--- config.mk ---
export PLATFORM = sky130hd
export DESIGN_NAME = chunked_ticket_queue_top
export DESIGN_NICKNAME = d
export VERILOG_FILES = /design/src/hdl/ctq_pkg.sv /design/src/hdl/ctq_ctrl.sv /design/src/hdl/ctq_dpath.sv /design/src/hdl/chunked_ticket_queue_top.sv
export SDC_FILE = /design/constraint.sdc
export NUM_CORES = 1
export LEC_CHECK = 0
export BUFFER_PORTS_ARGS = -buffer_cell sky130_fd_sc_hd__buf_2
export CORE_MARGIN = 2
export CORE_UTILIZATION = 45
export DETAILED_ROUTE_END_ITERATION = 8
export SLEW_MARGIN = 40
export SYNTH_ARGS = -nofsm -noshare
export SYNTH_HDL_FRONTEND = slang
export SYNTH_SLANG_ARGS = --single-unit
--- constraint.sdc ---
create_clock -name clk -period 7.6 [get_ports clk]
set_input_delay 0.76 -clock clk [delete_from_list [all_inputs] [get_ports clk]]
set_output_delay 0.76 -clock clk [all_outputs]
set_load 0.005 [all_outputs]
--- src/hdl/ctq_pkg.sv ---
`default_nettype none
// ----------------------------------------------------------------------------
// ctq_pkg: shared types and constants of the chunked ticket queue
// Queue depth, field widths, command and status codes, and the command and
// status bundles between the controller and the datapath.
// ----------------------------------------------------------------------------
package ctq_pkg;

  localparam int QUEUE_DEPTH = 16;
  localparam int ADDR_W      = (QUEUE_DEPTH > 1) ? $clog2(QUEUE_DEPTH) : 1;
  localparam int CNT_W       = $clog2(QUEUE_DEPTH + 1);

  localparam int FUNC_W   = 2;
  localparam int TICKET_W = 16;
  localparam int PEOPLE_W = 8;
  localparam int STATUS_W = 2;
  localparam int OCC_W    = 5;

  localparam logic [PEOPLE_W-1:0] CHUNK_RESET = 8'd4;

  localparam logic [FUNC_W-1:0] FN_ENQUEUE = 2'd0;
  localparam logic [FUNC_W-1:0] FN_SERVE   = 2'd1;
  localparam logic [FUNC_W-1:0] FN_CANCEL  = 2'd2;

  localparam logic [STATUS_W-1:0] ST_OK        = 2'd0;
  localparam logic [STATUS_W-1:0] ST_EMPTY     = 2'd1;
  localparam logic [STATUS_W-1:0] ST_NOT_FOUND = 2'd2;
  localparam logic [STATUS_W-1:0] ST_FULL      = 2'd3;

  typedef enum logic [1:0] {
    WR_NONE   = 2'd0,
    WR_APPEND = 2'd1,
    WR_CHUNK  = 2'd2,
    WR_SHIFT  = 2'd3
  } wr_op_t;

  typedef struct packed {
    logic                capture;
    logic                rd_zero;
    logic                rd_next;
    wr_op_t              wr_op;
    logic                cnt_inc;
    logic                cnt_dec;
    logic                set_status;
    logic [STATUS_W-1:0] status_code;
    logic                take_head;
    logic                out_load;
  } dp_cmd_t;

  typedef struct packed {
    logic [FUNC_W-1:0] func;
    logic              full;
    logic              empty;
    logic              head_big;
    logic              match;
    logic              more;
    logic              out_busy;
  } dp_sts_t;

endpackage
`default_nettype wire

--- src/hdl/ctq_ctrl.sv ---
`default_nettype none
// ----------------------------------------------------------------------------
// ctq_ctrl: command sequencer of the chunked ticket queue
// Decodes the captured command, steps the head read, the ticket scan and the
// compaction shift, and hands the finished result to the output register.
// ----------------------------------------------------------------------------
module ctq_ctrl (
  input  wire logic             clk,
  input  wire logic             rst_n,
  input  wire logic             in_valid,
  output logic                  in_ready,
  input  wire ctq_pkg::dp_sts_t sts,
  output ctq_pkg::dp_cmd_t      cmd
);
  import ctq_pkg::*;

  typedef enum logic [5:0] {
    S_IDLE     = 6'b000001,
    S_DISPATCH = 6'b000010,
    S_HEAD     = 6'b000100,
    S_SCAN     = 6'b001000,
    S_SHIFT    = 6'b010000,
    S_FINISH   = 6'b100000
  } state_t;

  state_t state_r, state_nxt;

  always_ff @(posedge clk) begin
    if (!rst_n) begin
      state_r <= S_IDLE;
    end else begin
      state_r <= state_nxt;
    end
  end

  assign in_ready = (state_r == S_IDLE);

  always_comb begin
    state_nxt       = state_r;
    cmd             = '0;
    cmd.wr_op       = WR_NONE;
    cmd.status_code = ST_OK;
    unique case (state_r)
      S_IDLE: begin
        if (in_valid) begin
          cmd.capture = 1'b1;
          state_nxt   = S_DISPATCH;
        end
      end
      S_DISPATCH: begin
        unique case (sts.func)
          FN_ENQUEUE: begin
            if (sts.full) begin
              cmd.set_status  = 1'b1;
              cmd.status_code = ST_FULL;
            end else begin
              cmd.wr_op   = WR_APPEND;
              cmd.cnt_inc = 1'b1;
            end
            state_nxt = S_FINISH;
          end
          FN_SERVE: begin
            if (sts.empty) begin
              cmd.set_status  = 1'b1;
              cmd.status_code = ST_EMPTY;
              state_nxt       = S_FINISH;
            end else begin
              cmd.rd_zero = 1'b1;
              state_nxt   = S_HEAD;
            end
          end
          FN_CANCEL: begin
            if (sts.empty) begin
              cmd.set_status  = 1'b1;
              cmd.status_code = ST_NOT_FOUND;
              state_nxt       = S_FINISH;
            end else begin
              cmd.rd_zero = 1'b1;
              state_nxt   = S_SCAN;
            end
          end
          default: begin
            state_nxt = S_FINISH;
          end
        endcase
      end
      S_HEAD: begin
        cmd.take_head = 1'b1;
        if (sts.head_big) begin
          cmd.wr_op = WR_CHUNK;
          state_nxt = S_FINISH;
        end else if (sts.more) begin
          cmd.rd_next = 1'b1;
          state_nxt   = S_SHIFT;
        end else begin
          cmd.cnt_dec = 1'b1;
          state_nxt   = S_FINISH;
        end
      end
      S_SCAN: begin
        if (sts.match) begin
          if (sts.more) begin
            cmd.rd_next = 1'b1;
            state_nxt   = S_SHIFT;
          end else begin
            cmd.cnt_dec = 1'b1;
            state_nxt   = S_FINISH;
          end
        end else if (sts.more) begin
          cmd.rd_next = 1'b1;
        end else begin
          cmd.set_status  = 1'b1;
          cmd.status_code = ST_NOT_FOUND;
          state_nxt       = S_FINISH;
        end
      end
      S_SHIFT: begin
        cmd.wr_op = WR_SHIFT;
        if (sts.more) begin
          cmd.rd_next = 1'b1;
        end else begin
          cmd.cnt_dec = 1'b1;
          state_nxt   = S_FINISH;
        end
      end
      S_FINISH: begin
        if (!sts.out_busy) begin
          cmd.out_load = 1'b1;
          state_nxt    = S_IDLE;
        end
      end
      default: begin
        state_nxt = S_IDLE;
      end
    endcase
  end

endmodule
`default_nettype wire

--- src/hdl/ctq_dpath.sv ---
`default_nettype none
// ----------------------------------------------------------------------------
// ctq_dpath: entry store and result path of the chunked ticket queue
// Holds the entries with the head at slot zero, the entry count, the chunk
// limit, the scan index, the command word and the registered result word.
// ----------------------------------------------------------------------------
module ctq_dpath (
  input  wire logic                           clk,
  input  wire logic                           rst_n,
  input  wire ctq_pkg::dp_cmd_t               cmd,
  output ctq_pkg::dp_sts_t                    sts,
  input  wire logic                           cfg_wr_en,
  input  wire logic [ctq_pkg::PEOPLE_W-1:0]   cfg_wr_data,
  input  wire logic [ctq_pkg::FUNC_W-1:0]     in_func,
  input  wire logic [ctq_pkg::TICKET_W-1:0]   in_ticket,
  input  wire logic [ctq_pkg::PEOPLE_W-1:0]   in_people,
  output logic                                out_valid,
  input  wire logic                           out_ready,
  output logic [ctq_pkg::STATUS_W-1:0]        out_status,
  output logic [ctq_pkg::TICKET_W-1:0]        out_served_ticket,
  output logic [ctq_pkg::PEOPLE_W-1:0]        out_served_people,
  output logic                                out_is_empty,
  output logic [ctq_pkg::OCC_W-1:0]           out_occupancy
);
  import ctq_pkg::*;

  logic [TICKET_W-1:0] tick_mem [QUEUE_DEPTH];
  logic [PEOPLE_W-1:0] ppl_mem  [QUEUE_DEPTH];

  logic [FUNC_W-1:0]   func_r;
  logic [TICKET_W-1:0] key_r;
  logic [PEOPLE_W-1:0] ppl_r;
  logic [PEOPLE_W-1:0] limit_r, limit_nxt;
  logic [CNT_W-1:0]    count_r, count_nxt;
  logic [ADDR_W-1:0]   idx_r, idx_nxt;
  logic [TICKET_W-1:0] rd_ticket_r;
  logic [PEOPLE_W-1:0] rd_people_r;
  logic [STATUS_W-1:0] status_r;
  logic [TICKET_W-1:0] srv_ticket_r;
  logic [PEOPLE_W-1:0] srv_people_r;
  logic                out_valid_r, out_valid_nxt;
  logic [STATUS_W-1:0] out_status_r;
  logic [TICKET_W-1:0] out_ticket_r;
  logic [PEOPLE_W-1:0] out_people_r;
  logic                out_empty_r;
  logic [OCC_W-1:0]    out_occ_r;

  logic [PEOPLE_W-1:0] lim_eff;
  logic [ADDR_W-1:0]   rd_addr;
  logic                wr_en;
  logic [ADDR_W-1:0]   wr_addr;
  logic [TICKET_W-1:0] wr_ticket;
  logic [PEOPLE_W-1:0] wr_people;

  assign lim_eff = (limit_r == '0) ? PEOPLE_W'(1) : limit_r;

  assign sts.func     = func_r;
  assign sts.full     = (count_r == CNT_W'(QUEUE_DEPTH));
  assign sts.empty    = (count_r == '0);
  assign sts.head_big = (rd_people_r > lim_eff);
  assign sts.match    = (rd_ticket_r == key_r);
  assign sts.more     = ((CNT_W+1)'(idx_r) + (CNT_W+1)'(1)) < (CNT_W+1)'(count_r);
  assign sts.out_busy = out_valid_r && !out_ready;

  always_comb begin
    if (cmd.rd_zero) begin
      rd_addr = '0;
    end else if (cmd.rd_next) begin
      rd_addr = idx_r + ADDR_W'(1);
    end else begin
      rd_addr = idx_r;
    end
  end

  always_comb begin
    wr_en     = 1'b0;
    wr_addr   = idx_r;
    wr_ticket = rd_ticket_r;
    wr_people = rd_people_r;
    case (cmd.wr_op)
      WR_APPEND: begin
        wr_en     = 1'b1;
        wr_addr   = count_r[ADDR_W-1:0];
        wr_ticket = key_r;
        wr_people = ppl_r;
      end
      WR_CHUNK: begin
        wr_en     = 1'b1;
        wr_addr   = '0;
        wr_people = rd_people_r - lim_eff;
      end
      WR_SHIFT: begin
        wr_en   = 1'b1;
        wr_addr = idx_r - ADDR_W'(1);
      end
      default: begin
        wr_en = 1'b0;
      end
    endcase
  end

  // entry store: one write and one registered read a cycle
  always_ff @(posedge clk) begin
    if (wr_en) begin
      tick_mem[wr_addr] <= wr_ticket;
      ppl_mem[wr_addr]  <= wr_people;
    end
    rd_ticket_r <= tick_mem[rd_addr];
    rd_people_r <= ppl_mem[rd_addr];
  end

  always_comb begin
    limit_nxt = cfg_wr_en ? cfg_wr_data : limit_r;
    count_nxt = count_r;
    if (cmd.cnt_inc) begin
      count_nxt = count_r + CNT_W'(1);
    end else if (cmd.cnt_dec) begin
      count_nxt = count_r - CNT_W'(1);
    end
    idx_nxt = idx_r;
    if (cmd.rd_zero) begin
      idx_nxt = '0;
    end else if (cmd.rd_next) begin
      idx_nxt = idx_r + ADDR_W'(1);
    end
    out_valid_nxt = out_valid_r;
    if (cmd.out_load) begin
      out_valid_nxt = 1'b1;
    end else if (out_ready) begin
      out_valid_nxt = 1'b0;
    end
  end

  always_ff @(posedge clk) begin
    if (!rst_n) begin
      limit_r     <= CHUNK_RESET;
      count_r     <= '0;
      idx_r       <= '0;
      out_valid_r <= 1'b0;
    end else begin
      limit_r     <= limit_nxt;
      count_r     <= count_nxt;
      idx_r       <= idx_nxt;
      out_valid_r <= out_valid_nxt;
    end
  end

  always_ff @(posedge clk) begin
    if (cmd.capture) begin
      func_r       <= in_func;
      key_r        <= in_ticket;
      ppl_r        <= in_people;
      status_r     <= ST_OK;
      srv_ticket_r <= '0;
      srv_people_r <= '0;
    end else begin
      if (cmd.set_status) begin
        status_r <= cmd.status_code;
      end
      if (cmd.take_head) begin
        srv_ticket_r <= rd_ticket_r;
        srv_people_r <= sts.head_big ? lim_eff : rd_people_r;
      end
    end
    if (cmd.out_load) begin
      out_status_r <= status_r;
      out_ticket_r <= srv_ticket_r;
      out_people_r <= srv_people_r;
      out_empty_r  <= (count_r == '0);
      out_occ_r    <= OCC_W'(count_r);
    end
  end

  assign out_valid         = out_valid_r;
  assign out_status        = out_status_r;
  assign out_served_ticket = out_ticket_r;
  assign out_served_people = out_people_r;
  assign out_is_empty      = out_empty_r;
  assign out_occupancy     = out_occ_r;

endmodule
`default_nettype wire

--- src/hdl/chunked_ticket_queue_top.sv ---
`default_nettype none
// Sequence: enqueue, the no-op and empty or full reports go from dispatch straight
//   to finish, a chunked serve goes through the head read, and a pop or a cancel
//   goes through the one-entry-a-cycle scan and shift.
// Throughput: one word at a time; the next word is taken the cycle after the
//   result enters the output register, which may still wait on out_ready.
// Reset: synchronous, active low; empties the queue, chunk limit back to 4.
// ----------------------------------------------------------------------------
// chunked_ticket_queue_top: bounded ticket queue with chunked serve and cancel
// Controller sequences enqueue, serve and cancel-by-ticket over the datapath.
// ----------------------------------------------------------------------------
module chunked_ticket_queue_top (
  input  wire logic                           clk,
  input  wire logic                           rst_n,
  input  wire logic                           cfg_wr_en,
  input  wire logic [ctq_pkg::PEOPLE_W-1:0]   cfg_wr_data,
  input  wire logic                           in_valid,
  output logic                                in_ready,
  input  wire logic [ctq_pkg::FUNC_W-1:0]     in_func,
  input  wire logic [ctq_pkg::TICKET_W-1:0]   in_ticket,
  input  wire logic [ctq_pkg::PEOPLE_W-1:0]   in_people,
  output logic                                out_valid,
  input  wire logic                           out_ready,
  output logic [ctq_pkg::STATUS_W-1:0]        out_status,
  output logic [ctq_pkg::TICKET_W-1:0]        out_served_ticket,
  output logic [ctq_pkg::PEOPLE_W-1:0]        out_served_people,
  output logic                                out_is_empty,
  output logic [ctq_pkg::OCC_W-1:0]           out_occupancy
);
  import ctq_pkg::*;

  dp_cmd_t cmd;
  dp_sts_t sts;

  ctq_ctrl u_ctrl (
    .clk      (clk),
    .rst_n    (rst_n),
    .in_valid (in_valid),
    .in_ready (in_ready),
    .sts      (sts),
    .cmd      (cmd)
  );

  ctq_dpath u_dpath (
    .clk               (clk),
    .rst_n             (rst_n),
    .cmd               (cmd),
    .sts               (sts),
    .cfg_wr_en         (cfg_wr_en),
    .cfg_wr_data       (cfg_wr_data),
    .in_func           (in_func),
    .in_ticket         (in_ticket),
    .in_people         (in_people),
    .out_valid         (out_valid),
    .out_ready         (out_ready),
    .out_status        (out_status),
    .out_served_ticket (out_served_ticket),
    .out_served_people (out_served_people),
    .out_is_empty      (out_is_empty),
    .out_occupancy     (out_occupancy)
  );

endmodule
`default_nettype wire

==> impl_metrics.json, run 1 <==
{
  "irDropWorstVdd_mv": 0.195,
  "cts_tree": "yes",
  "grt_antenna_before_repair": 0,
  "hp-start": "in_ticket[7]",
  "grt_max_degree": 101,
  "layout.cells.non_filler": 2406,
  "die_x_um": 220,
  "arrival_ns": 5.54,
  "wirelength_mm": 51.3,
  "track_usage": 0.217,
  "die_h_um": 220,
  "gr-total-overflow": 0,
  "drive_gt1_frac": 0.145,
  "drv_slew": 0,
  "filler_cell_count": 3908,
  "yosysUniqueCellTypes": 60,
  "grt_pass1_vias": 12800,
  "finalHoldViolations": 0,
  "cts_hold_buf": 0,
  "pre_cts_ws_ns": 2.33,
  "timing.final.ws_setup_ns": 2.31,
  "path_clk_slew_ns": 0.06,
  "hold_class": "in2reg",
  "dr.pass1.iters": 5,
  "synthFlopType": "edfxtp_1",
  "max-cap-violations": 0,
  "crit_start": "u_dpath.limit_r[4]",
  "path_max_fanout": 28,
  "final_net_count": 1822,
  "cts_buffers": 52,
  "rsz0062_at_grt": "false",
  "synth_edf_count": 442,
  "cp_cell_sequence": "nor4_1, a41o_1, ha_1, inv_1, fa_1, nand3_1, a211o_1, a21o_1, o21ai_0, inv_1, ha_1, buf_4, a22oi_1, or3b_2, nor2_2, buf_4",
  "synthArstFlopShare": 0,
  "post_cts_resize_count": 0,
  "fin_tns_setup_ns": 0,
  "grt_pass1_wl_mm": 77.9,
  "initial_utilization": 0.453,
  "cts-htree-levels": 2,
  "synth_nets": 1746,
  "clock-sinks": 516,
  "outcome": "completed",
  "drcViolationCount": 0,
  "syn2layout_area_growth_pct": 14.3,
  "mostFrequentLayoutCells": "nand2_1 (461), edfxtp_1 (442), nand3_1 (135)",
  "slew_headroom": 0.485,
  "netlist_instances": 1679,
  "worst_slew_pin_slew_ns": 0.769,
  "fin_crit_sh": 0.696,
  "cp.required_ns": 7.85,
  "post_drt_wl_per_cell_um": 21.3,
  "crit_type": "reg2reg",
  "clk_latency_ns": 0.60,
  "cellLeakagePower_nw": 8.41,
  "post-route-min-period_ns": 5.29,
  "start_kind": "flop",
  "skew_ns": 0.0261,
  "dp.cells": 2307,
  "fmax_mhz": 189,
  "worstSetupEndpointType": "flop",
  "dp_hpwl_mm": 32.5,
  "yosys_warnings": 0,
  "ant_nets": 0,
  "final_common_cell": "nand2_1",
  "syn_area_um2": 20900,
  "r2r_slack_ns": 2.31,
  "slowest_delay_ns": 0.60,
  "clockRootBuffer": "clkbuf_16",
  "ys_seq_area_frac": 0.705,
  "dieArea_um2": 48300,
  "ioPinCount": 73,
  "drt_first_iter_violations": 1404,
  "setup_viol_count_final": 0,
  "worst_path_dominant_cell_family": "simple AND/OR/NAND/NOR gates",
  "post_cts_buffers": 0,
  "io_buffers": 72,
  "power_density_nw_per_um2": 236,
  "ys_ff_latch": 516,
  "antenna_cells": 0,
  "globalplace.congestion": 0.876,
  "syn_area_per_cell_um2": 12.5,
  "routed_via_density": 5.48,
  "core_area_um2": 46300,
  "regToRegStartpoint": "u_dpath.limit_r[4]",
  "cp.buffers_inverters": 4,
  "rows": 79,
  "cts_buffer_depth": 3,
  "via_count": 13200,
  "critPathSlowestCell": "or3b_2"
}
[sequential cells by signal, indices dropped and copies added, names as in the netlist, 5 cells and up]
register,count
u_dpath.tick_mem,256
u_dpath.ppl_mem,128
u_dpath.key_r,16
u_dpath.out_served_ticket,16
u_dpath.rd_ticket_r,16
u_dpath.srv_ticket_r,16
u_dpath.limit_r,8
u_dpath.out_served_people,8
u_dpath.ppl_r,8
u_dpath.rd_people_r,8
u_dpath.srv_people_r,8
u_ctrl.state_r,6
u_dpath.count_r,5
u_dpath.out_occupancy,5
[path summary, 6_finish.rpt]
path,end,depth (start not counted)
worst max-delay path,u_dpath.tick_mem[1][9],16
worst min-delay path,u_dpath.key_r[7],1
worst max register to register,u_dpath.tick_mem[1][9],16
worst min register to register,u_dpath.out_served_ticket[8],0
[power by group]
part | switching (W) | internal [W] | total, W
Sequential | 0.0000155 | 0.00306 | 0.00308
Clock | 0.00106 | 0.00140 | 0.00246
Combinational | 0.0000685 | 0.0000383 | 0.000107
[Yosys cell counts, types with 4 or more instances]
cell type / n / area (um2)
nand2_1: 461 / 1730
edfxtp_1: 442 / 13300
nand3_1: 136 / 681
nor2_1: 82 / 308
dfxtp_1: 74 / 1480
clkbuf_1: 59 / 221
o21ai_0: 55 / 275
a21oi_1: 54 / 270
ha_1: 26 / 325
inv_1: 26 / 97.6
nand4_1: 26 / 163
mux2_2: 24 / 270
mux2i_1: 21 / 210
xnor2_1: 21 / 184
a221oi_2: 20 / 300
buf_2: 17 / 85.1
a22oi_1: 11 / 82.6
a211oi_1: 9 / 67.6
a21o_1: 8 / 60.1
xor2_1: 8 / 70.1
nor3_1: 7 / 35.0
a31oi_1: 6 / 37.5
and3_1: 6 / 37.5
buf_6: 5 / 56.3
nand2b_1: 5 / 31.3
nor2b_1: 5 / 31.3
o211ai_1: 5 / 37.5
a32oi_1: 4 / 35.0
buf_1: 4 / 15.0
nor4_1: 4 / 25.0
o21a_1: 4 / 30.0
o221ai_1: 4 / 35.0
[cells by family after synthesis]
kind of cell,Yosys count,share of synthesized area
fa+ha+maj,28,0.0175
compound gates,194,0.0645
xor+xnor,29,0.0121
simple gates,749,0.152
flops,516,0.705
mux,47,0.0247
buf+inv,116,0.0242
[metrics by stage]
stage | power [W] | hold WS (ns) | utilization | instance area, um2
4_1_cts | 0.00569 | 0.300 | 0.517 | 23900
2_1_floorplan | 0.00320 | 0.408 | - | 20900
6_report | 0.00565 | 0.331 | 0.518 | 23900
3_5_place_dp | 0.00324 | 0.416 | 0.481 | 22200
5_1_grt | 0.00582 | 0.306 | 0.518 | 23900
3_3_place_gp | 0.00324 | 0.413 | 0.475 | 22000
[cell type report]
class | count | area (um2) | area share
well taps | 607 | 759 | 0.0317
flip-flops and latches | 516 | 14800 | 0.616
repair buffers | 111 | 831 | 0.0347
multi-input cells | 1047 | 5840 | 0.244
clock buffers | 77 | 1500 | 0.0626
inverters | 27 | 101 | 0.00423
clock inverters | 21 | 154 | 0.00643
[per-layer routing]
layer / global-route usage / up-vias / wire, um / part of all wire
li1: - / 6197 / - / -
met1: 0.305 / 6522 / 22800 / 0.44
met2: 0.348 / 404 / 24000 / 0.47
met3: 0.0418 / 69 / 3570 / 0.070
met4: 0.0521 / 0 / 984 / 0.019
met5: 0 / - / 0 / 0
No activity file was read; power rests on OpenSTA's default activity.
==> run 2, diff against run 1 <==
==> constraint.sdc (replaced) <==
create_clock -name clk -period 4.5 [get_ports clk]
set_input_delay 0.45 -clock clk [delete_from_list [all_inputs] [get_ports clk]]
set_output_delay 0.45 -clock clk [all_outputs]
set_load 0.005 [all_outputs]
==> impl_metrics.json, run 2 (synthesized netlist as in run 1, its figures left out) <==
{
  "irDropWorstVdd_mv": 0.382,
  "slowest_delay_ns": 0.59,
  "power_density_nw_per_um2": 400,
  "top_register": "u_dpath.tick_mem",
  "placed_area_um2": 22500,
  "post-route-min-period_ns": 4.13,
  "cts_tree": "yes",
  "worstSetupEndpointType": "flop",
  "grt_pass1_wl_mm": 77.9,
  "rr_worst_depth": 15,
  "crit_type": "reg2reg",
  "post_cts_buffers": 0,
  "fin_crit_sh": 0.917,
  "initial_utilization": 0.453,
  "p_switching_w": 0.00194,
  "p_seq_frac": 0.532,
  "cts_buffers": 51,
  "skew_ns": 0.0210,
  "ant_nets": 0,
  "combPwrFrac": 0.021,
  "intPower_w": 0.00784,
  "antenna_cells": 0,
  "grt_antenna_before_repair": 0,
  "final_net_count": 1874,
  "dp_hpwl_mm": 33.1,
  "pwr-share-clk": 0.447,
  "max-cap-violations": 0,
  "cellLeakagePower_nw": 8.70,
  "die_x_um": 220,
  "final_cell_area_um2": 24500,
  "drv_slew": 0,
  "cp_cell_sequence": "nor4_1, a41o_1, ha_1, inv_1, fa_1, nand3_1, a211o_1, a21o_1, o21ai_1, ha_1, nor2b_1, a21oi_1, or3b_2, nor2_4, buf_12",
  "setup_viol_count_final": 0,
  "reg_top3": "u_dpath.tick_mem (256), u_dpath.ppl_mem (128)",
  "r2r-end": "u_dpath.ppl_mem[9][0]",
  "hold_class": "in2reg",
  "netSwitchingFraction": 0.198,
  "drive_gt1_frac": 0.158,
  "syn2layout_area_growth_pct": 16.9,
  "hp-start": "in_people[3]",
  "mostFrequentLayoutCells": "nand2_1 (461), edfxtp_1 (442), nand3_1 (136)",
  "critPathSlowestCell": "or3b_2",
  "io_buffers": 72,
  "via_count": 13300,
  "r2r_slack_ns": 0.37,
  "arrival_ns": 4.42,
  "globalplace.congestion": 0.851,
  "regToRegStartpoint": "u_dpath.limit_r[4]",
  "path_clk_slew_ns": 0.06,
  "rsz0062_at_grt": "false",
  "fmax_mhz": 242,
  "worst_slew_pin_slew_ns": 0.748,
  "largest_register_ffs": 256,
  "grt_max_degree": 93,
  "drcViolationCount": 0,
  "clockRootBuffer": "clkbuf_16",
  "routed_via_density": 5.43,
  "cts_buffer_depth": 3,
  "cp.required_ns": 4.80,
  "finalHoldViolations": 0,
  "gr-total-overflow": 0,
  "utilization": 0.529,
  "drt_first_iter_violations": 1184,
  "cts-htree-levels": 2,
  "die_h_um": 220,
  "core_area_um2": 46300,
  "ioPinCount": 73,
  "path_max_fanout": 21,
  "wirelength_mm": 51.5,
  "rows": 79,
  "track_usage": 0.216,
  "post_drt_wl_per_cell_um": 21.0,
  "start_kind": "flop",
  "cp_common_cell": "ha_1",
  "hold_end": "u_dpath.ppl_r[3]",
  "outcome": "completed",
  "clock-sinks": 516,
  "grt_pass1_vias": 13000,
  "final_common_cell": "nand2_1",
  "clk_latency_ns": 0.61,
  "slew_headroom": 0.499,
  "dr.pass1.iters": 7,
  "dieArea_um2": 48300,
  "min_path_cells": 1
}
## run 2: power by group through the flow
stage | clock [W] | combinational, W | sequential, W
final | 0.00437 | 0.000207 | 0.00520
after global routing | 0.00463 | 0.000227 | 0.00520
after CTS | 0.00445 | 0.000207 | 0.00520
after detailed placement | 0 | 0.000192 | 0.00530
after global placement | 0 | 0.000176 | 0.00530
after floorplan | 0 | 0.000113 | 0.00529
## run 2: layout make-up
class	count	area, um2
fill	3866	21800
sequential	516	14800
multi-input combinational	1047	5780
clock buffer	75	1480
timing repair buffer	164	1330
tap	607	759
clock inverter	21	273
inverter	27	101
## run 2: worst max-delay path, delay by kind of cell (launching register included)
family          cells  cell delay, ns
compound gates      5            0.90
simple gates        5            1.44
buf+inv             2            0.27
flops               1            0.33
fa+ha+maj           3            0.87
## run 2: through the flow
step | power, W | std cells | hold slack, ns | setup TNS, ns | setup WS [ns]
after CTS | 0.00985 | 2457 | 0.00134 | 0 | 0.341
after global placement | 0.00548 | 2337 | 0.414 | 0 | 0.437
final | 0.00978 | 2457 | 0.0244 | 0 | 0.373
after global routing | 0.0101 | 2457 | 0.00432 | 0 | 0.113
after detailed placement | 0.00549 | 2340 | 0.416 | 0 | 0.387
after floorplan | 0.00540 | 1679 | 0.408 | -80.36 | -0.376
## run 2: timing repair
action | in CTS | in global routing
setup endpoints to repair | 0 | 64
gates resized for setup | 0 | 1
hold buffers | 21 | 0
endpoints found under the hold margin | 21 | 0
## run 2: metal layers
layer	vias up	track usage	wire length (um)
li1	6294	-	-
met1	6518	0.302	23100
met2	437	0.343	23600
met3	88	0.0409	3360
met4	0	0.0660	1380
met5	-	0	0
## run 2: how the worst max path moves through the flow
stage                       start                 endpoint
2_1_floorplan  u_dpath.limit_r[4]   u_dpath.ppl_mem[12][0]
3_3_place_gp   u_dpath.limit_r[4]  u_dpath.tick_mem[9][13]
3_5_place_dp   u_dpath.limit_r[4]   u_dpath.tick_mem[5][7]
4_1_cts        u_dpath.limit_r[4]    u_dpath.ppl_mem[9][0]
5_1_grt        u_dpath.limit_r[4]   u_dpath.tick_mem[5][0]
6_report       u_dpath.limit_r[4]    u_dpath.ppl_mem[9][0]
